## src/rtl/bffa_pkg.sv

```systemverilog
// Shared constants for the bitmap first-fit page allocator.
// No dependencies; imported by every module of the block.
`timescale 1ns / 1ps
`default_nettype none
package bffa_pkg;
  localparam int WORD_W      = 32;   // bitmap bits held by one cell
  localparam int IDX_W       = 5;    // bit index inside a cell word
  localparam int REQ_W       = 13;
  localparam int START_W     = 12;
  localparam int BASE_W      = 40;
  localparam int PAGES_W     = 25;
  localparam int ADDR_W      = 41;
  localparam int STATUS_W    = 2;
  localparam int HDR_SHIFT   = 15;   // 32768 map bits per header page

  localparam logic [STATUS_W-1:0] ST_OK      = 2'd0;
  localparam logic [STATUS_W-1:0] ST_ZERO    = 2'd1;
  localparam logic [STATUS_W-1:0] ST_NO_FIT  = 2'd2;

  localparam logic CFG_BASE  = 1'b0;
  localparam logic CFG_PAGES = 1'b1;
endpackage
`default_nettype wire

```

## src/rtl/bffa_scan.sv

```systemverilog
// Head of the bitmap ring: marks bits of the passing word and tracks the free run.
// Depends on bffa_pkg for word and request widths.
`timescale 1ns / 1ps
`default_nettype none
module bffa_scan #(
  parameter int CAP = 4096,
  parameter int CW  = 14
) (
  input  wire [bffa_pkg::WORD_W-1:0]  word_i,
  input  wire [CW-1:0]                base_pos,
  input  wire                         mark_en,
  input  wire [CW-1:0]                mark_lo,
  input  wire [CW-1:0]                mark_hi,
  input  wire                         scan_en,
  input  wire [bffa_pkg::REQ_W-1:0]   run_i,
  input  wire [bffa_pkg::REQ_W-1:0]   req,
  input  wire [CW-1:0]                end_lim,
  output logic [bffa_pkg::WORD_W-1:0] word_o,
  output logic [bffa_pkg::REQ_W-1:0]  run_o,
  output logic                        hit_o,
  output logic [bffa_pkg::IDX_W-1:0]  hit_idx
);
  import bffa_pkg::*;

  localparam logic [CW-1:0] CAP_C = CW'(CAP);

  logic [REQ_W-1:0] run_b [WORD_W];
  logic [WORD_W-1:0] hit_b;

  always_comb begin
    logic [CW-1:0]   pos;
    logic [REQ_W:0]  sum;
    for (int j = 0; j < WORD_W; j++) begin
      pos = base_pos + CW'(j);
      word_o[j] = word_i[j] |
                  (mark_en && pos >= mark_lo && pos < mark_hi && pos < CAP_C);
      // free run ending at this bit: carry in unless a used bit sits at or below it
      sum = {1'b0, run_i} + (REQ_W+1)'(j + 1);
      run_b[j] = sum[REQ_W] ? {REQ_W{1'b1}} : sum[REQ_W-1:0];
      for (int k = 0; k <= j; k++) begin
        if (word_i[k]) run_b[j] = REQ_W'(j - k);
      end
      hit_b[j] = scan_en && (run_b[j] >= req) && (pos < end_lim);
    end
  end

  always_comb begin
    hit_idx = '0;
    for (int j = WORD_W - 1; j >= 0; j--) begin
      if (hit_b[j]) hit_idx = IDX_W'(j);
    end
  end

  assign hit_o = |hit_b;
  assign run_o = run_b[WORD_W-1];
endmodule
`default_nettype wire

```

## config.mk

```make
export PLATFORM = sky130hd
export DESIGN_NAME = bffa_scan
export DESIGN_NICKNAME = d
export VERILOG_FILES = /design/src/rtl/bffa_pkg.sv /design/src/rtl/bffa_scan.sv
export SDC_FILE = /design/constraint.sdc
export NUM_CORES = 2
export LEC_CHECK = 0
export BUFFER_PORTS_ARGS = -buffer_cell sky130_fd_sc_hd__buf_2
export CORE_UTILIZATION = 45
export DETAILED_ROUTE_END_ITERATION = 8
export PLACE_DENSITY = 0.61
export SYNTH_ARGS = -nofsm -noshare
export SYNTH_HDL_FRONTEND = slang
export SYNTH_SLANG_ARGS = --single-unit
```

## constraint.sdc

```tcl
create_clock -name vclk -period 22
set_clock_uncertainty 0.05 [all_clocks]
set_input_delay 4.4 -clock vclk [all_inputs]
set_output_delay 4.4 -clock vclk [all_outputs]
set_load 0.01 [all_outputs]
```

==> flow_summary_export.csv <==
group,metric,value,unit
synth,synthesis.instances,6189,
grt,grt_use_total,48.3,%
worst_setup_path,arrival,11890,ps
synth,synth_area,46000,um^2
hold_path,min_path_cells,3,
detailed_routing,wl,260000,um
cells_and_area,regArea,0,um^2
cts,cts_hold_buf,0,
hold_path,hp-start,"word_i[31]",
cells_and_area,finalNetCount,7887,
placement,dpl.hpwl,194000,um
worst_setup_path,cp_slowest_cell,"nor3_1",
synth,synth_nets,7806,
placement,io_buffers,167,
die,pin_count,167,
synth,avgSynthCellArea,7.43,um^2
timing,fmax,0.0612,GHz
synth,yosysSeqAreaShare,0,%
grt,grt_pass1_wl,365000,um
detailed_routing,route.detailed.drc,0,
timing,drv_slew,3,
cts,cts_resized,0,
detailed_routing,drt_iter0_markers,7267,
grt,grt_max_degree,59,
timing,tns,0,ps
status,outcome,"finished, violations left",
worst_setup_path,slowest_delay,970,ps
grt,first_global_vias,50987,
detailed_routing,ant_nets,0,
detailed_routing,firstDrtPassIters,6,
die,initial_utilization,45.7,%
die,rows,116,
synth,synth_cell_types,82,
worst_setup_path,crit_path_max_fanout,58,
detailed_routing,avgRoutedWirePerCell,34.1,um
detailed_routing,vias,54412,
cells_and_area,area_delta_synth_final,6.11,%
die,core_area,101000,um^2
cts,post-cts-setup-buffer-count,0,
grt,antenna_found_initial,25,
cells_and_area,n_clock_buffer,0,
hold_path,hp-class,"primary input to output pin",
timing,fin_crit_sh,74.3,%
hold_path,hold_end,"word_o[31]",
flow_run,maxCapViolations,1,
cells_and_area,layout-drive-gt1-share,6.53,%
placement,place_congestion,1.13,
worst_setup_path,startpoint_type,"primary input",
worst_setup_path,cp_data_required_time,17550,ps
die,die_y,322,um
timing,hold_viol,0,
die,dieArea,103000,um^2
detailed_routing,vias_per_cell,7.12,
timing,slew_headroom,-3.13,%
worst_setup_path,critPathKind,"primary input to output pin",
die,die_w,322,um
timing,finalCriticalPeriod,16340,ps
timing,rsz0062_at_grt,"false",
timing,worst_slew_pin_slew,1540,ps
grt,grt_remaining_overflow,0,
worst_setup_path,worstPathCellList,"buf_2 -> buf_4 -> ha_1 -> buf_4 -> nand4_1 -> nor3_1 -> o211ai_1 -> a31oi_1 -> o21ai_0 -> a21oi_1 -> nor2_1 -> or2_2 -> ha_1 -> nor2b_1 -> o21ai_0 -> nand3_1 -> a211o_1 -> a221oi_1 -> or2_2 -> o211ai_1 -> a311o_1 -> a311oi_1 -> buf_2",
worst_setup_path,end_kind,"output pin",
synth,ys_warn_count,0,
status,violations,"capacitance limit, slew limit",
cells_and_area,design.seq.count,0,
timing,setup_viol,0,
-- through the flow --
stage	cell area, um^2	worst slack [ps]	utilization (%)	hold WS [ps]	cells
final	48800	5660	48.5	9240	7640
after global routing	48700	5720	48.5	9250	7627
after CTS	48700	6330	48.5	9220	7625
after detailed placement	48700	6340	48.5	9220	7625
after global placement	48700	6330	48.5	9230	7625
after floorplan	46000	8300	-	8800	6189
-- how the worst max path moves through the flow --
| stage | from | endpoint | slack, ps | cells after the start |
|---|---|---|---|---|
| finish | run_i[5] | hit_idx[2] | 5660 | 23 |
| floorplan | run_i[4] | hit_idx[2] | 8300 | 19 |
| detailed placement | run_i[5] | hit_idx[2] | 6340 | 24 |
| global route | run_i[5] | hit_idx[2] | 5720 | 23 |
| CTS | run_i[5] | hit_idx[2] | 6330 | 23 |
| global placement | run_i[5] | hit_idx[2] | 6330 | 24 |
-- worst max-delay path, delay by kind of cell --
kind | cells | cell delay, ps
AO/OA/AOI/OAI | 10 | 3720
adder cells (fa/ha/maj) | 2 | 530
AND/OR/NAND/NOR | 7 | 1870
buffers and inverters | 4 | 1300
-- per-layer routing --
layer | vias up | global-route usage, % | wire, um
met5 | - | 0 | 153
met4 | 24 | 42.8 | 29000
met1 | 25032 | 56.5 | 94200
met3 | 1556 | 13.0 | 32500
li1 | 23673 | - | -
met2 | 4127 | 72.1 | 105000
-- layout make-up --
type               count  area, um^2
diodes                15        37.5
repair buffers       316        1950
inverters            177         664
well taps           1357        1700
fillers            10365       51800
multi-input cells   5775       44400
-- cells by family after synthesis --
| family | count (synthesis) | share of synthesized area [%] |
|---|---|---|
| mux | 2 | 0.0436 |
| compound gates | 2022 | 28.4 |
| buf+inv | 414 | 3.40 |
| fa+ha+maj | 1501 | 40.9 |
| xor+xnor | 462 | 8.80 |
| simple gates | 1788 | 18.5 |
-- cells in the mapped netlist (32+ instances only) --
master / count / share of area (%)
nand2_1: 440 / 3.6
nand2b_1: 49 / 0.67
clkbuf_1: 198 / 1.6
ha_1: 1501 / 41
nor3_1: 131 / 1.4
and3_1: 45 / 0.61
nand3_1: 198 / 2.2
a21o_1: 274 / 4.5
o211ai_1: 70 / 1.1
nor4_1: 43 / 0.59
nor2_1: 544 / 4.4
a31oi_1: 79 / 1.1
nand4_1: 91 / 1.2
inv_1: 170 / 1.4
a211oi_1: 94 / 1.5
a211o_1: 40 / 0.76
nor2b_1: 94 / 1.3
a2111oi_0: 56 / 1.1
o2111ai_1: 32 / 0.61
a21oi_1: 640 / 7.0
xnor2_1: 242 / 4.6
xor2_1: 220 / 4.2
o21ai_0: 350 / 3.8
o21a_1: 88 / 1.4
a311oi_1: 58 / 1.1
buf_1: 33 / 0.27
-- layout by cell type (no fill, tap or decap), drive strengths merged, types with 15 or more instances in the layout --
cell type,count
ha,1501
a21oi,640
nor2,544
nand2,440
o21ai,356
buf,316
a21o,274
xnor2,242
xor2,220
nand3,199
inv,163
nor3,132
a211oi,96
nor2b,94
nand4,91
o21a,88
a31oi,79
o211ai,70
a311oi,59
a2111oi,56
nand2b,49
and3,45
nor4,44
a211o,40
o2111ai,32
o31ai,30
or3,27
a21boi,27
or2,27
and4,26
and2,25
o21bai,23
a221oi,19
a31o,17
a221o,16
diode,15
