`config.mk`:
```
export PLATFORM = sky130hd
export DESIGN_NAME = bffa_cell
export DESIGN_NICKNAME = d
export VERILOG_FILES = /design/src/rtl/bffa_pkg.sv /design/src/rtl/bffa_cell.sv
export SDC_FILE = /design/constraint.sdc
export NUM_CORES = 1
export LEC_CHECK = 0
export BUFFER_PORTS_ARGS = -buffer_cell sky130_fd_sc_hd__buf_2
export CAP_MARGIN = 5
export CORE_ASPECT_RATIO = 1.1
export CORE_MARGIN = 2
export CORE_UTILIZATION = 47
export DETAILED_ROUTE_END_ITERATION = 10
export PLACE_DENSITY_LB_ADDON = 0.05
export SETUP_SLACK_MARGIN = 0.05
export SYNTH_ARGS = -nofsm -noshare
export SYNTH_HDL_FRONTEND = slang
export SYNTH_SLANG_ARGS = --single-unit
```
`constraint.sdc`:
```
create_clock -name clk -period 1.1 [get_ports clk]
set_input_delay 0.22 -clock clk [delete_from_list [all_inputs] [get_ports clk]]
set_output_delay 0.22 -clock clk [all_outputs]
set_load 0.02 [all_outputs]
```
`src/rtl/bffa_pkg.sv`:
```
// Shared constants for the bitmap first-fit page allocator.
// No dependencies; imported by every module of the block.
`timescale 1ns / 1ps
`default_nettype none
package bffa_pkg;
  localparam int WORD_W      = 32;   // bitmap bits held by one cell
  localparam int IDX_W       = 5;    // bit index inside a cell word
  localparam int REQ_W       = 13;
  localparam int START_W     = 12;
  localparam int BASE_W      = 40;
  localparam int PAGES_W     = 25;
  localparam int ADDR_W      = 41;
  localparam int STATUS_W    = 2;
  localparam int HDR_SHIFT   = 15;   // 32768 map bits per header page

  localparam logic [STATUS_W-1:0] ST_OK      = 2'd0;
  localparam logic [STATUS_W-1:0] ST_ZERO    = 2'd1;
  localparam logic [STATUS_W-1:0] ST_NO_FIT  = 2'd2;

  localparam logic CFG_BASE  = 1'b0;
  localparam logic CFG_PAGES = 1'b1;
endpackage
`default_nettype wire

```
`src/rtl/bffa_cell.sv`:
```
// One cell of the bitmap ring: holds one word of the used-page map.
// Depends on bffa_pkg for the word width.
`timescale 1ns / 1ps
`default_nettype none
module bffa_cell (
  input  wire                          clk,
  input  wire                          rst_n,
  input  wire                          shift_en,
  input  wire [bffa_pkg::WORD_W-1:0]   d_i,
  output logic [bffa_pkg::WORD_W-1:0]  q_o
);
  import bffa_pkg::*;

  logic [WORD_W-1:0] word_r;

  always_ff @(posedge clk) begin
    if (!rst_n) begin
      word_r <= '0;
    end else if (shift_en) begin
      word_r <= d_i;
    end
  end

  assign q_o = word_r;
endmodule
`default_nettype wire

```
==> results.sh, run 1 <==
export IMPL_run_status="completed"
export IMPL_worstHoldPathCells=3
export IMPL_cts_root_buf="clkbuf_4"
export IMPL_max_cap_violations=0
export IMPL_critical_path_reg2reg_endpoint="q_o[28]$_SDFFE_PN0P_"
export IMPL_most_common_cell_after_layout_fill_and_taps_aside="buf_2"
export IMPL_vias_per_cell=4.66
export IMPL_final_period_utilization_pct=92.3
export IMPL_postSynthRegisterBits=32
export IMPL_io_port_bufs=66
export IMPL_pwr_share_comb_pct=18.8
export IMPL_setup_total_negative_slack_ns=0
export IMPL_antenna_violating_nets_post_route=0
export IMPL_synth_simple_gate_area_share_pct=16.1
export IMPL_hpwl_mm=1.63
export IMPL_setup_viol=0
export IMPL_final_layout_size_suffix_gt1_share_pct=62.0
export IMPL_critical_path_peak_fanout=2
export IMPL_final_max_slew_viol_count=0
export IMPL_synth_net_count=138
export IMPL_top_layer_used="met4"
export IMPL_power_density_nw_per_um2=1330
export IMPL_vdd_drop_max_mv=1.23
export IMPL_synthCells=103
export IMPL_p_clk_share_pct=29.1
export IMPL_num_io_pins=67
export IMPL_synth_compound_area_share_pct=0
export IMPL_worst_relative_slew_slack_pct=73.4
export IMPL_core_sq_um=2500
export IMPL_hold_class="input port to flip-flop"
export IMPL_critical_path_start_type="flip-flop"
export IMPL_detail_route_wirelength_met1_um=955
export IMPL_grt_setup_unrepaired="yes"
export IMPL_cp_slowest_cell="dfxtp_2"
export IMPL_finalNonFillerCells=202
export IMPL_grt_pass1_wl_mm=3.55
export IMPL_largest_net_degree_at_the_start_of_global_routing=33
export IMPL_cts_htree_levels=2
export IMPL_num_rows=19
export IMPL_final_net_count=206
export IMPL_top_achievable_clock_speed_mhz=985
export IMPL_crit_path_cell_trace="buf_4"
export IMPL_floorplan_die_width_um=53.0
export IMPL_final_setup_skew_ns=0
export IMPL_grt_pass1_vias=851
export IMPL_antenna_found_initial=0
export IMPL_cellInternalPower_mw=1.86
export IMPL_drt_total_wl_mm=2.39
export IMPL_power_switching_share_pct=24.6
export IMPL_max_clock_path_buffers=2
export IMPL_placed_cells=195
export IMPL_cts_clk_slew_worst_paths_ns=0.09
export IMPL_sequential_power_share_pct=52.1
export IMPL_power_leakage_nw=0.900
export IMPL_worst_setup_path_type="flip-flop to output pin"
export IMPL_timing_final_hold_violations=0
export IMPL_die_area_sq_um=3070
export IMPL_clock_insertion_delay_worst_skew_ns=0.32
export IMPL_drt_drc_violations_left=0
export IMPL_vias=942
export IMPL_worstMarginPinSlew_ns=0.399
export IMPL_net_switching_power_uw=607
export IMPL_placed_area_sq_um=1570
export IMPL_chipHeight_um=58.0
export IMPL_regToRegStartpoint="q_o[28]$_SDFFE_PN0P_"
export IMPL_cts_buffers=5
export IMPL_synthXorXnorAreaFrac_pct=0
export IMPL_overflow=0
export IMPL_synthAdderAreaFrac_pct=0
export IMPL_worst_r2r_path_depth=2
export IMPL_drtIter0Drc=1
export IMPL_finalWorstPathRequiredPeriod_ns=1.02
export IMPL_worst_setup_path_end_kind="output pin"
export IMPL_data_arrival_at_the_endpoint_of_the_critical_path_ns=0.80
export IMPL_critPathBufInv=1
export IMPL_reg2reg_setup_slack_ns=0.44
export IMPL_dominant_combinational_cell_family_by_area_after_synthesis="multiplexers"
export IMPL_clk_sinks=32
export IMPL_first_pass_iters=2
export IMPL_grt_usage_pct=16.0
export IMPL_cp_data_required_time_ns=0.88
export IMPL_cts_tree="done"
export IMPL_synth_seq_area_share_pct=51.5
export IMPL_area_growth_syn_to_layout_pct=48.9
export IMPL_synthMuxAreaShare_pct=25.8
export IMPL_routability_cong=0.676
export IMPL_cpPeakStageDelay_ns=0.33
export IMPL_crit_family="flip-flops"
export IMPL_synth_area_sq_um=1240
export IMPL_dr_wl_met3_um=240
export IMPL_final_design_area_no_fill_sq_um=1850
export IMPL_n_antenna_cell=0
export IMPL_synthDistinctLibCells=6
export IMPL_routed_wire_length_per_instance_um=11.9
export IMPL_synthesis_area_per_instance_sq_um=12.1
export IMPL_largest_register_ffs=32
export IMPL_worstHoldStart="d_i[5]"
export IMPL_layout_common_cells="buf_2 (34), mux2i_1 (32), nor2b_1 (32)"
export IMPL_post_cts_repair_setup_buffers=0
export IMPL_met2RoutedLength_mm=1.16
export IMPL_yosys_warnings=0
export IMPL_min_to="q_o[5]$_SDFFE_PN0P_"
export IMPL_initial_utilization_pct=49.8
-- worst max path at each step --
stage	slack, ns	cells after the start	to	startpoint
2_1_floorplan	0.29	4	q_o[0]$_SDFFE_PN0P_	shift_en
3_5_place_dp	0.07	4	q_o[29]$_SDFFE_PN0P_	shift_en
6_report	0.08	1	q_o[4]	q_o[4]$_SDFFE_PN0P_
3_3_place_gp	0.13	4	q_o[6]$_SDFFE_PN0P_	shift_en
5_1_grt	0.04	1	q_o[23]	q_o[23]$_SDFFE_PN0P_
4_1_cts	0.04	1	q_o[22]	q_o[22]$_SDFFE_PN0P_
-- through the flow --
step	setup WS (ns)	total power [mW]	utilization, %	hold slack, ns
2_1_floorplan	0.292	1.55	-	0.348
3_3_place_gp	0.128	1.67	62.9	0.476
3_5_place_dp	0.0665	1.68	62.9	0.484
4_1_cts	0.0407	2.44	68.3	0.139
5_1_grt	0.0373	2.59	74.2	0.149
6_report	0.0845	2.47	74.2	0.151
-- Yosys cell counts (all sizes together) --
library cell | instances | area (sq um)
clkbuf | 3 | 11.3
nor2b | 32 | 200
dfxtp | 32 | 641
buf | 4 | 71.3
mux2i | 32 | 320
-- per-layer routing --
metal / global-route usage [%] / vias up
li1: - / 473
met5: 0 / -
met1: 18.4 / 420
met4: 6.59 / 0
met3: 8.51 / 6
met2: 24.8 / 43
-- what timing repair did --
action                     in CTS  in global routing
hold buffers                    0                  0
gates resized for setup        28                 61
pin swaps                       0                  0
setup endpoints to repair      27                 32
-- area by class of cell --
type	count	area (sq um)
Clock buffer	7	65.1
Tap cell	31	38.8
Timing Repair Buffer	68	548
Fill cell	189	644
Sequential cell	32	679
Multi-Input combinational cell	64	520
-- kinds of logic after synthesis --
kind of cell	Yosys count
and+or+nand+nor	32
DFF	32
muxes	32
buffers and inverters	7
-- power by group through the flow --
stage / registers (mW) / clock network (mW) / logic, mW
6_report: 1.29 / 0.717 / 0.464
5_1_grt: 1.29 / 0.795 / 0.503
4_1_cts: 1.26 / 0.752 / 0.425
3_5_place_dp: 1.28 / 0 / 0.395
3_3_place_gp: 1.28 / 0 / 0.387
2_1_floorplan: 1.37 / 0 / 0.173
(Power assumes the default switching activity.)
==> run 2: changes to the inputs <==
Settings changed: CELL_PAD_IN_SITES_DETAIL_PLACEMENT set to 1, CELL_PAD_IN_SITES_GLOBAL_PLACEMENT set to 1, CORE_UTILIZATION 47 to 35.
==> results.sh, run 2 (synthesized netlist as in run 1, its figures left out) <==
export IMPL_hpwl_mm=1.96
export IMPL_clk_sinks=32
export IMPL_cts_clk_slew_worst_paths_ns=0.10
export IMPL_num_io_pins=67
export IMPL_data_arrival_at_the_endpoint_of_the_critical_path_ns=0.80
export IMPL_final_layout_size_suffix_gt1_share_pct=61.6
export IMPL_post_cts_repair_setup_buffers=0
export IMPL_cts_htree_levels=2
export IMPL_most_common_cell_after_layout_fill_and_taps_aside="buf_2"
export IMPL_area_growth_syn_to_layout_pct=51.7
export IMPL_cpPeakStageDelay_ns=0.35
export IMPL_grt_pass1_wl_mm=4.00
export IMPL_drt_total_wl_mm=2.76
export IMPL_die_area_sq_um=4050
export IMPL_vias_per_cell=4.38
export IMPL_crit_path_cell_trace="buf_6"
export IMPL_hold_class="input port to flip-flop"
export IMPL_grt_setup_unrepaired="yes"
export IMPL_cp_data_required_time_ns=0.88
export IMPL_io_port_bufs=66
export IMPL_grt_pass1_vias=904
export IMPL_setup_total_negative_slack_ns=0
export IMPL_floorplan_die_width_um=60.8
export IMPL_largest_register_ffs=32
export IMPL_worst_setup_path_end_kind="output pin"
export IMPL_cts_tree="done"
export IMPL_run_status="completed"
export IMPL_crit_family="flip-flops"
export IMPL_setup_viol=0
export IMPL_finalNonFillerCells=220
export IMPL_cts_root_buf="clkbuf_4"
export IMPL_drt_drc_violations_left=0
export IMPL_first_pass_iters=4
export IMPL_critical_path_peak_fanout=2
export IMPL_antenna_found_initial=0
export IMPL_num_rows=22
export IMPL_placed_cells=212
export IMPL_power_density_nw_per_um2=1300
export IMPL_timing_final_hold_violations=0
export IMPL_final_net_count=206
export IMPL_worst_relative_slew_slack_pct=72.2
export IMPL_vdd_drop_max_mv=0.768
export IMPL_routability_cong=0.593
export IMPL_finalWorstPathRequiredPeriod_ns=1.02
export IMPL_largest_net_degree_at_the_start_of_global_routing=33
export IMPL_final_setup_skew_ns=0
export IMPL_total_chip_power_mw=2.44
export IMPL_top_achievable_clock_speed_mhz=984
export IMPL_cts_buffers=5
export IMPL_overflow=0
export IMPL_worstMarginPinSlew_ns=0.417
export IMPL_critPathBufInv=1
export IMPL_max_clock_path_buffers=2
export IMPL_final_period_utilization_pct=92.4
export IMPL_vias=964
export IMPL_core_sq_um=3360
export IMPL_initial_utilization_pct=37.0
export IMPL_antenna_violating_nets_post_route=0
export IMPL_n_antenna_cell=0
export IMPL_max_cap_violations=0
export IMPL_cp_slowest_cell="dfxtp_2"
export IMPL_hold_slack_ns=0.155
export IMPL_power_leakage_nw=0.900
export IMPL_worst_setup_path_type="flip-flop to output pin"
export IMPL_critical_path_start_type="flip-flop"
export IMPL_layout_common_cells="buf_2 (34), mux2i_1 (32), nor2b_1 (32), dfxtp_2 (32), buf_6 (31)"
export IMPL_clock_insertion_delay_worst_skew_ns=0.32
export IMPL_drtIter0Drc=20
export IMPL_routed_wire_length_per_instance_um=12.6
export IMPL_chipHeight_um=66.5
export IMPL_grt_usage_pct=13.8
export IMPL_final_max_slew_viol_count=0
[run 2: cell type report]
type,instances,area [sq um]
Tap cell,48,60.1
Timing Repair Buffer,68,567
Clock buffer,8,58.8
Multi-Input combinational cell,64,520
Fill cell,376,1470
Sequential cell,32,681
[run 2: per-layer routing]
layer | track usage (%) | wire length, um
met1 | 14.4 | 1060
met2 | 23.7 | 1460
met3 | 3.88 | 178
met4 | 8.97 | 64
met5 | 0 | 0
[run 2: stage by stage]
stage | area [sq um] | utilization, % | setup slack (ns)
5_1_grt | 1890 | 56.2 | 0.0362
6_report | 1890 | 56.2 | 0.0833
3_5_place_dp | 1590 | 47.4 | 0.145
3_3_place_gp | 1590 | 47.4 | 0.193
2_1_floorplan | 1240 | - | 0.292
4_1_cts | 1740 | 51.8 | 0.0353
[run 2: final timing paths]
| check | startpoint | endpoint | slack (ns) | cells past startpoint |
|---|---|---|---|---|
| setup / recovery | q_o[18]$_SDFFE_PN0P_ | q_o[18] | 0.08 | 1 |
| hold / removal | d_i[18] | q_o[18]$_SDFFE_PN0P_ | 0.15 | 3 |
| setup reg to reg | q_o[21]$_SDFFE_PN0P_ | q_o[21]$_SDFFE_PN0P_ | 0.44 | 2 |
| hold reg to reg | q_o[10]$_SDFFE_PN0P_ | q_o[10]$_SDFFE_PN0P_ | 0.52 | 2 |
[run 2: power by group]
group / total [mW] / switching [mW] / internal, mW
logic: 0.474 / 0.211 / 0.264
registers: 1.29 / 0.0483 / 1.24
clock network: 0.681 / 0.365 / 0.315
total: 2.44 / 0.624 / 1.82
[run 2: repair_timing]
action	4_1_cts	5_1_grt
hold buffers	0	0
gates cloned	0	0
endpoints found under the setup margin	30	32
resized for setup	41	54
