**config.mk**
```make
export PLATFORM = sky130hd
export DESIGN_NAME = bffa_out_reg
export DESIGN_NICKNAME = d
export VERILOG_FILES = /design/src/rtl/bffa_pkg.sv /design/src/rtl/bffa_pkg_unused_guard.sv
export SDC_FILE = /design/constraint.sdc
export NUM_CORES = 1
export LEC_CHECK = 0
export BUFFER_PORTS_ARGS = -buffer_cell sky130_fd_sc_hd__buf_4
export CAP_MARGIN = 0
export CORE_ASPECT_RATIO = 1.4
export CORE_MARGIN = 10
export CORE_UTILIZATION = 30
export DETAILED_ROUTE_END_ITERATION = 10
export GPL_ROUTABILITY_DRIVEN = 0
export SLEW_MARGIN = 20
export SYNTH_ARGS = -nofsm -noshare
export SYNTH_HDL_FRONTEND = slang
export SYNTH_SLANG_ARGS = --single-unit
```
**constraint.sdc**
```tcl
create_clock -name clk -period 0.8 [get_ports clk]
set_input_delay 0.16 -clock clk [delete_from_list [all_inputs] [get_ports clk]]
set_output_delay 0.16 -clock clk [all_outputs]
set_load 0.01 [all_outputs]
```
**src/rtl/bffa_pkg.sv**
```systemverilog
// Shared constants for the bitmap first-fit page allocator.
// No dependencies; imported by every module of the block.
`timescale 1ns / 1ps
`default_nettype none
package bffa_pkg;
  localparam int WORD_W      = 32;   // bitmap bits held by one cell
  localparam int IDX_W       = 5;    // bit index inside a cell word
  localparam int REQ_W       = 13;
  localparam int START_W     = 12;
  localparam int BASE_W      = 40;
  localparam int PAGES_W     = 25;
  localparam int ADDR_W      = 41;
  localparam int STATUS_W    = 2;
  localparam int HDR_SHIFT   = 15;   // 32768 map bits per header page

  localparam logic [STATUS_W-1:0] ST_OK      = 2'd0;
  localparam logic [STATUS_W-1:0] ST_ZERO    = 2'd1;
  localparam logic [STATUS_W-1:0] ST_NO_FIT  = 2'd2;

  localparam logic CFG_BASE  = 1'b0;
  localparam logic CFG_PAGES = 1'b1;
endpackage
`default_nettype wire

```
**src/rtl/bffa_pkg_unused_guard.sv**
```systemverilog
// Generic one-word output holding register for the allocator result channel.
// Depends on bffa_pkg for status and address widths.
`timescale 1ns / 1ps
`default_nettype none
module bffa_out_reg (
  input  wire                           clk,
  input  wire                           rst_n,
  input  wire                           load,
  input  wire [bffa_pkg::STATUS_W-1:0]  status_i,
  input  wire [bffa_pkg::ADDR_W-1:0]    addr_i,
  input  wire                           ready_i,
  output logic                          valid_o,
  output logic                          free_o,
  output logic [bffa_pkg::STATUS_W-1:0] status_o,
  output logic [bffa_pkg::ADDR_W-1:0]   addr_o
);
  import bffa_pkg::*;

  logic                valid_r;
  logic [STATUS_W-1:0] status_r;
  logic [ADDR_W-1:0]   addr_r;

  assign free_o = !valid_r || ready_i;

  always_ff @(posedge clk) begin
    if (!rst_n) begin
      valid_r <= 1'b0;
    end else if (load) begin
      valid_r <= 1'b1;
    end else if (ready_i) begin
      valid_r <= 1'b0;
    end
  end

  always_ff @(posedge clk) begin
    if (load) begin
      status_r <= status_i;
      addr_r   <= addr_i;
    end
  end

  assign valid_o  = valid_r;
  assign status_o = status_r;
  assign addr_o   = addr_r;
endmodule
`default_nettype wire

```
==> run metrics, run 1 <==
outcome=finished with violations; failing checks=setup timing; syn_nets=94; effective utilization at floorplan=0.314; final wirelength=3610 µm; utilization after layout=0.565; Root Driver=clkbuf_8; largest net degree at the start of global routing=22; Worst Setup Path Type=reg2out; number of routed nets with antenna violations=0; clk_skew=0 ps; via count=839; Remaining Overflow, GRT=0; fillers=367; Seq. cell area=1320 µm²; gr usage total=0.0937; Reg clk slew, reported paths=80 ps; area post-placement=2150 µm²; final non-filler cell area=2410 µm²; layout cells sized above 1=0.698; TritonCTS clock tree=yes; worst stage delay on the critical path=370 ps; Placed Cells=201; die footprint=7580 µm²; synthesis-stage register bit count=44; unrepaired setup endpoints after global routing=yes; per-cell routed wire length=17.3 µm; via density per instance=4.01; Slowest-stage cell, CP=dfxtp_4; TritonRoute pass-1 iters=3; DRC Markers=0; Die H=99.1 µm; initial antenna violation count=0; final worst slack=-193 ps; pre-CTS WS=32.9 ps; Unique masters post-synth=5; Worst path top cell family by delay=flip-flops; # IOs=92; initial drt markers=48; crit path time final=993 ps; maxcap violations=0; # nets final=195; Worst EP required=640 ps; ant diodes=0; Syn Inst Count=47; Num CTS Buffers=5; IO Port Bufs=91; relative slew slack=0.923; PwrDens=2130 nW/µm²; Final Max Slew Viols=0; Synth Area per Inst=28.5 µm²; Row Count=28; Core ar.=4270 µm²; Slew @ Worst Pin=116 ps; Crit. End Element=primary output; Max Fclk=1010 MHz; crit path buf inv count=1; Clock Latency Late Sink=290 ps; share of the yosys chip area belonging to registers=0.979; DP HPWL=3020 µm; P_leak=1.01 nW; Multi-input gate area=25.0 µm²; Post-Syn Area=1340 µm²; P&R area growth vs syn=80.2%; clock buffer depth=2; Ys Warns=0; total power=5.14 mW; period utilisation layout=1.24; vias in the first global route=940; first-pass GRT wire length=5350 µm; Die X=76.5 µm; Fin. Hold Viols=0; Hold Buf Count CTS=0; Post-CTS Setup Repair Bufs=0; startpoint types=flip-flop; Worst VDD drop=1.36 mV; hold crit path type=in2reg; Final Non-Filler Cells=209; Crit path arrival time=830 ps; # setup viols final=45; worst-path fanout max=2; H-tree depth=2; Sink Count=44; Critical Path, Cell by Cell=nand2b_4 -> buf_6
## kinds of logic after synthesis
group           share of synthesized area
compound gates                    0.00840
flops                               0.979
simple gates                       0.0103
buf+inv                           0.00280
## Yosys cell counts (all sizes together)
master,instances,area share
a21boi,1,0.0084
nand2b,1,0.010
inv,1,0.0028
edfxtp,43,0.96
dfxtp,1,0.015
## layout by cell type, fill, tap and decap left out
master     count
buf_6         42
dfxtp_4        1
nand2b_4       1
bufinv_16      1
clkbuf_1       1
clkbuf_8       5
inv_1          1
buf_12         2
buf_4         50
edfxtp_1      43
clkinv_2       1
a21boi_2       1
## through the flow
step           TNS (ps)  hold slack [ps]
2_1_floorplan         0              259
3_3_place_gp          0              338
3_5_place_dp          0              339
4_1_cts           -8330             26.5
5_1_grt           -9360             20.0
6_report          -7610             38.7
## final cells by class
type,instances,share of cell area
Multi-Input combinational cell,2,0.0104
Sequential cell,44,0.545
Tap cell,60,0.0311
Clock inverter,2,0.0145
Clock buffer,6,0.0301
Timing Repair Buffer,94,0.368
Inverter,1,0.00155
## power breakdown
| group | internal [mW] | switching, mW | total [mW] |
|---|---|---|---|
| Clock | 0.926 | 0.683 | 1.61 |
| Sequential | 2.73 | 0.0791 | 2.81 |
| Combinational | 0.471 | 0.251 | 0.722 |
| Total | 4.13 | 1.01 | 5.14 |
## metal layers
layer,part of all wire,GRT usage
met3,0.13,0.0645
met2,0.56,0.173
met5,0,0
met4,0.010,0.0301
met1,0.30,0.0769
## flip-flops by register name, indices dropped and copies added (netlist names)
register	flops
addr_o	41
valid_o	1
status_o	2
## worst paths after layout
kind                              endpoint  slack (ps)  startpoint  depth (start not counted)
worst min-delay path            addr_o[25]          40  addr_i[25]                          1
worst min register to register     valid_o         510     valid_o                          2
worst max register to register     valid_o         190     valid_o                          2
worst max-delay path                free_o        -190     valid_o                          2
## repair_timing
item	in CTS	in global routing
endpoints found under the setup margin	45	45
cloned	0	0
resized for setup	33	11
endpoints found under the hold margin	0	0
Note: power is estimated with default switching activity, not from simulation.
==> run 2, diff against run 1 <==
CTS_BUF_LIST = sky130_fd_sc_hd__clkbuf_4 sky130_fd_sc_hd__clkbuf_8 sky130_fd_sc_hd__clkbuf_16   (was not set)
clock period = 1.1 ns   (was 0.8 ns; I/O delays follow)
==> run 2 against run 1 <==
The flow now finishes without violations. Highest routed layer is now met3. Cell area is 7.2% lower. Utilization shrank 4.0 points. Total power fell by 29%. Worst setup slack improved by 250 ps. Die area unchanged. Clock power decreased by 25%. Worst hold slack better by 65 ps. Clock-buffer cell count did not move. Register-to-register slack gained 310 ps. Critical path depth down 1. Global-route usage fell by 0.64 points. Clock skew is the same.
==> run metrics, run 2 (synthesized netlist as in run 1, its figures left out) <==
worst-path fanout max=1; hold crit path type=in2reg; max reg flops=41; Slew @ Worst Pin=224 ps; most frequent cells in the layout=buf_4, edfxtp_1, clkbuf_8; outcome=finished clean; first-pass GRT wire length=5020 µm; relative slew slack=0.850; Critical Path, Cell by Cell=buf_6; Final Max Slew Viols=0; Remaining Overflow, GRT=0; IO Port Bufs=91; TritonCTS clock tree=yes; setup TNS=0 ps; Row Count=28; crit path time final=1050 ps; crit path buf inv count=1; Sink Count=44; maxcap violations=0; Fin. Hold Viols=0; PwrDens=1630 nW/µm²; effective utilization at floorplan=0.314; # IOs=92; P_leak=0.955 nW; Internal Power=2.95 mW; Worst Setup Path Type=reg2out; switching share of total power=0.195; Worst path top cell family by delay=flip-flops; utilization after layout=0.525; Reg clk slew, reported paths=80 ps; via count=809; Slowest-stage cell, CP=edfxtp_1; # nets final=193; gr usage total=0.0873; pre-CTS WS=219 ps; Worst EP required=880 ps; via density per instance=3.91; Worst Hold Margin=103 ps; initial antenna violation count=0; Gate power share=0.121; total power=3.66 mW; clk_skew=0 ps; period utilisation layout=0.951; Die X=76.5 µm; Max Fclk=956 MHz; Clk pwr share=0.327; Worst VDD drop=0.974 mV; Clock Latency Late Sink=280 ps; vias in the first global route=925; Post-CTS Setup Repair Bufs=0; Hold Buf Count CTS=0; Crit. End Element=primary output; unrepaired setup endpoints after global routing=yes; startpoint types=flip-flop; TritonRoute pass-1 iters=3; DRC Markers=0; # setup viols final=0; Sequential Power Share=0.552; worst stage delay on the critical path=400 ps; clock buffer depth=2; P&R area growth vs syn=67.3%; Psw=0.713 mW; ant diodes=0; per-cell routed wire length=16.4 µm; layout cells sized above 1=0.701; final worst slack=53.6 ps; die footprint=7580 µm²; initial drt markers=75; H-tree depth=2; fillers=380; Crit path arrival time=830 ps; Core ar.=4270 µm²; final wirelength=3390 µm; largest net degree at the start of global routing=45; Die H=99.1 µm; commonest non-fill, non-tap cell in the layout=buf_4; number of routed nets with antenna violations=0; Num CTS Buffers=5; Root Driver=clkbuf_8
==> run 2: changes by cell type in the layout (fill, tap and decap cells not counted), sizes merged <==
cell	delta
buf	-2
==> run 2: final cells by class <==
class                           count  area (µm²)  share of cell area
Tap cell                           60        75.1              0.0335
Clock buffer                        6        76.3              0.0340
Inverter                            1        3.75             0.00167
Multi-Input combinational cell      2        25.0              0.0112
Timing Repair Buffer               92         714               0.319
Sequential cell                    44        1310               0.585
Clock inverter                      2        35.0              0.0156
==> run 2: path summary, 6_finish.rpt <==
path	to	depth (start not counted)	slack [ps]	startpoint
max	addr_o[4]	1	50	addr_o[4]
min	addr_o[38]	1	100	addr_i[38]
max reg2reg	valid_o	2	500	valid_o
min reg2reg	valid_o	2	490	valid_o
==> run 2: power groups by stage <==
stage / combinational, mW / clock [mW] / sequential [mW]
2_1_floorplan: 0.00815 / 0 / 2.13
3_3_place_gp: 0.446 / 0 / 2.05
3_5_place_dp: 0.452 / 0 / 2.06
4_1_cts: 0.452 / 1.24 / 2.02
5_1_grt: 0.477 / 1.33 / 2.03
6_report: 0.444 / 1.20 / 2.02
==> run 2: through the flow <==
step / area (µm²) / cells
4_1_cts: 2230 / 207
3_3_place_gp: 2120 / 199
6_report: 2240 / 207
5_1_grt: 2240 / 207
2_1_floorplan: 1340 / 47
3_5_place_dp: 2120 / 199
==> run 2: repair_timing <==
item	CTS	global route
endpoints found under the setup margin	1	3
gates resized for setup	1	3
cloned	0	0
==> run 2: layer usage <==
layer / wire (µm) / vias to the layer above / GRT usage
li1: - / 382 / -
met3: 470 / 0 / 0.0691
met4: 0 / 0 / 0.0258
met2: 1820 / 53 / 0.147
met5: 0 / - / 0
met1: 1090 / 374 / 0.0791
==> run 3, diff against run 2 <==
--- a/config.mk
+++ b/config.mk
@@ -14,4 +14,5 @@
 export DETAILED_ROUTE_END_ITERATION = 10
 export GPL_ROUTABILITY_DRIVEN = 0
+export SETUP_SLACK_MARGIN = 0.4
 export SLEW_MARGIN = 20
 export SYNTH_ARGS = -nofsm -noshare
==> constraint.sdc (replaced) <==
create_clock -name clk -period 1.1 [get_ports clk]
set_input_delay 0.22 -clock clk [delete_from_list [all_inputs] [get_ports clk]]
set_output_delay 0.22 -clock clk [all_outputs]
set_load 0.05 [all_outputs]
==> run 3 against run 2 <==
Sequential share of layout area fell by 3.9 points. Fmax decreased by 5.1%. The run now ends with setup timing left. Highest routed layer is now met4. Combinational power rose by 110%. Cell area grew 7.4%. First-iteration DRC count is 8.0% lower.
==> run metrics, run 3 (synthesized netlist as in run 1, its figures left out) <==
# setup viols final=1; via count=837; Max Fclk=907 MHz; clk_skew=0 ps; reg2reg end=valid_o; max reg flops=41; final non-filler cell area=2410 µm²; most frequent cells in the layout=buf_4, buf_6, edfxtp_1; Clock Latency Late Sink=290 ps; Core ar.=4270 µm²; first-pass GRT wire length=5550 µm; per-cell routed wire length=17.7 µm; # nets final=195; Final Non-Filler Cells=209; final worst slack=-2.08 ps; Hold Buf Count CTS=0; H-tree depth=2; gr usage total=0.0972; outcome=finished with violations; fillers=373; ant diodes=0; number of routed nets with antenna violations=0; maxcap violations=0; Sink Count=44; PwrDens=1650 nW/µm²; effective utilization at floorplan=0.314; Critical Path, Cell by Cell=buf_6; P_leak=1.01 nW; IO Port Bufs=91; final wirelength=3710 µm; Worst Setup Path Type=reg2out; Remaining Overflow, GRT=0; worst-path fanout max=1; largest net degree at the start of global routing=45; initial drt markers=69; P&R area growth vs syn=79.7%; Die H=99.1 µm; failing checks=setup timing; FF-to-FF Start=valid_o; Worst R2R Path Depth=4; TritonCTS clock tree=yes; period utilisation layout=1.00; crit path buf inv count=1; Placed Cells=199; initial antenna violation count=0; Crit. End Element=primary output; Worst VDD drop=0.920 mV; layout cells sized above 1=0.705; relative slew slack=0.843; commonest non-fill, non-tap cell in the layout=buf_4; end of the worst hold path=addr_o[17]; Final Max Slew Viols=0; hold crit path type=in2reg; die footprint=7580 µm²; Num CTS Buffers=5; Worst path top cell family by delay=flip-flops; unrepaired setup endpoints after global routing=yes; Crit path arrival time=880 ps; startpoint types=flip-flop; Hold Crit Start=addr_i[17]; area post-placement=2120 µm²; Slew @ Worst Pin=236 ps; crit path time final=1100 ps; Reg clk slew, reported paths=90 ps; Fin. Hold Viols=0; Worst EP required=880 ps; Row Count=28; Hold Path Stages=1; clock buffer depth=2; DRC Markers=0; Die X=76.5 µm; Slowest-stage cell, CP=edfxtp_1; vias in the first global route=958; # IOs=92; via density per instance=4.00; TritonRoute pass-1 iters=4; Root Driver=clkbuf_8; worst stage delay on the critical path=420 ps; reg2reg setup slack=280 ps
run 3: cell count changes in the layout (fill, tap and decap cells not counted), sizes merged:
cell and delta:
clkbuf -1, bufinv -1, buf +2, clkinv +2
run 3: layout make-up:
type | count | area [µm²] | area share
timing repair buffer | 94 | 902 | 0.375
inverter | 1 | 3.75 | 0.00156
multi-input combinational | 2 | 25.0 | 0.0104
clock buffer | 5 | 68.8 | 0.0286
tap | 60 | 75.1 | 0.0312
sequential | 44 | 1320 | 0.546
clock inverter | 3 | 18.8 | 0.00779
run 3: per-stage QoR:
stage | TNS, ps | hold slack, ps | total power [mW] | setup WS (ps) | utilization
finish | -2.08 | 96.5 | 3.97 | -2.08 | 0.564
global route | -704 | 73.6 | 4.13 | -41.9 | 0.564
CTS | -48.9 | 85.1 | 4.01 | -31.5 | 0.560
detailed placement | 0 | 399 | 2.91 | 218 | 0.496
global placement | 0 | 398 | 2.90 | 233 | 0.496
floorplan | 0 | 319 | 2.54 | 279 | -
run 3: metal layers:
metal,global-route usage,share of wire,up-vias
met1,0.0826,0.32,391
met5,0,0,-
met3,0.0673,0.13,5
met2,0.177,0.54,55
li1,-,-,386
met4,0.0301,0.0097,0
run 3: report_power, final:
group / switching (mW) / internal (mW)
registers: 0.0618 / 1.99
logic: 0.575 / 0.361
clock network: 0.540 / 0.443
total: 1.18 / 2.79
run 3: what timing repair did:
| item | in CTS | in global routing |
|---|---|---|
| endpoints found under the setup margin | 45 | 46 |
| buffers inserted | 1 | 1 |
| gates cloned | 0 | 0 |
| pin swaps | 1 | 1 |
| gates resized for setup | 47 | 2 |
run 3: how the worst max path moves through the flow:
stage / from / to / slack (ps) / cells past startpoint
detailed placement: load / addr_o[20] / 220 / 2
global route: addr_o[13] / addr_o[13] / -40 / 1
CTS: addr_o[13] / addr_o[13] / -30 / 1
floorplan: addr_o[0] / addr_o[0] / 280 / 0
global placement: load / status_o[1] / 230 / 2
finish: addr_o[13] / addr_o[13] / -2 / 1
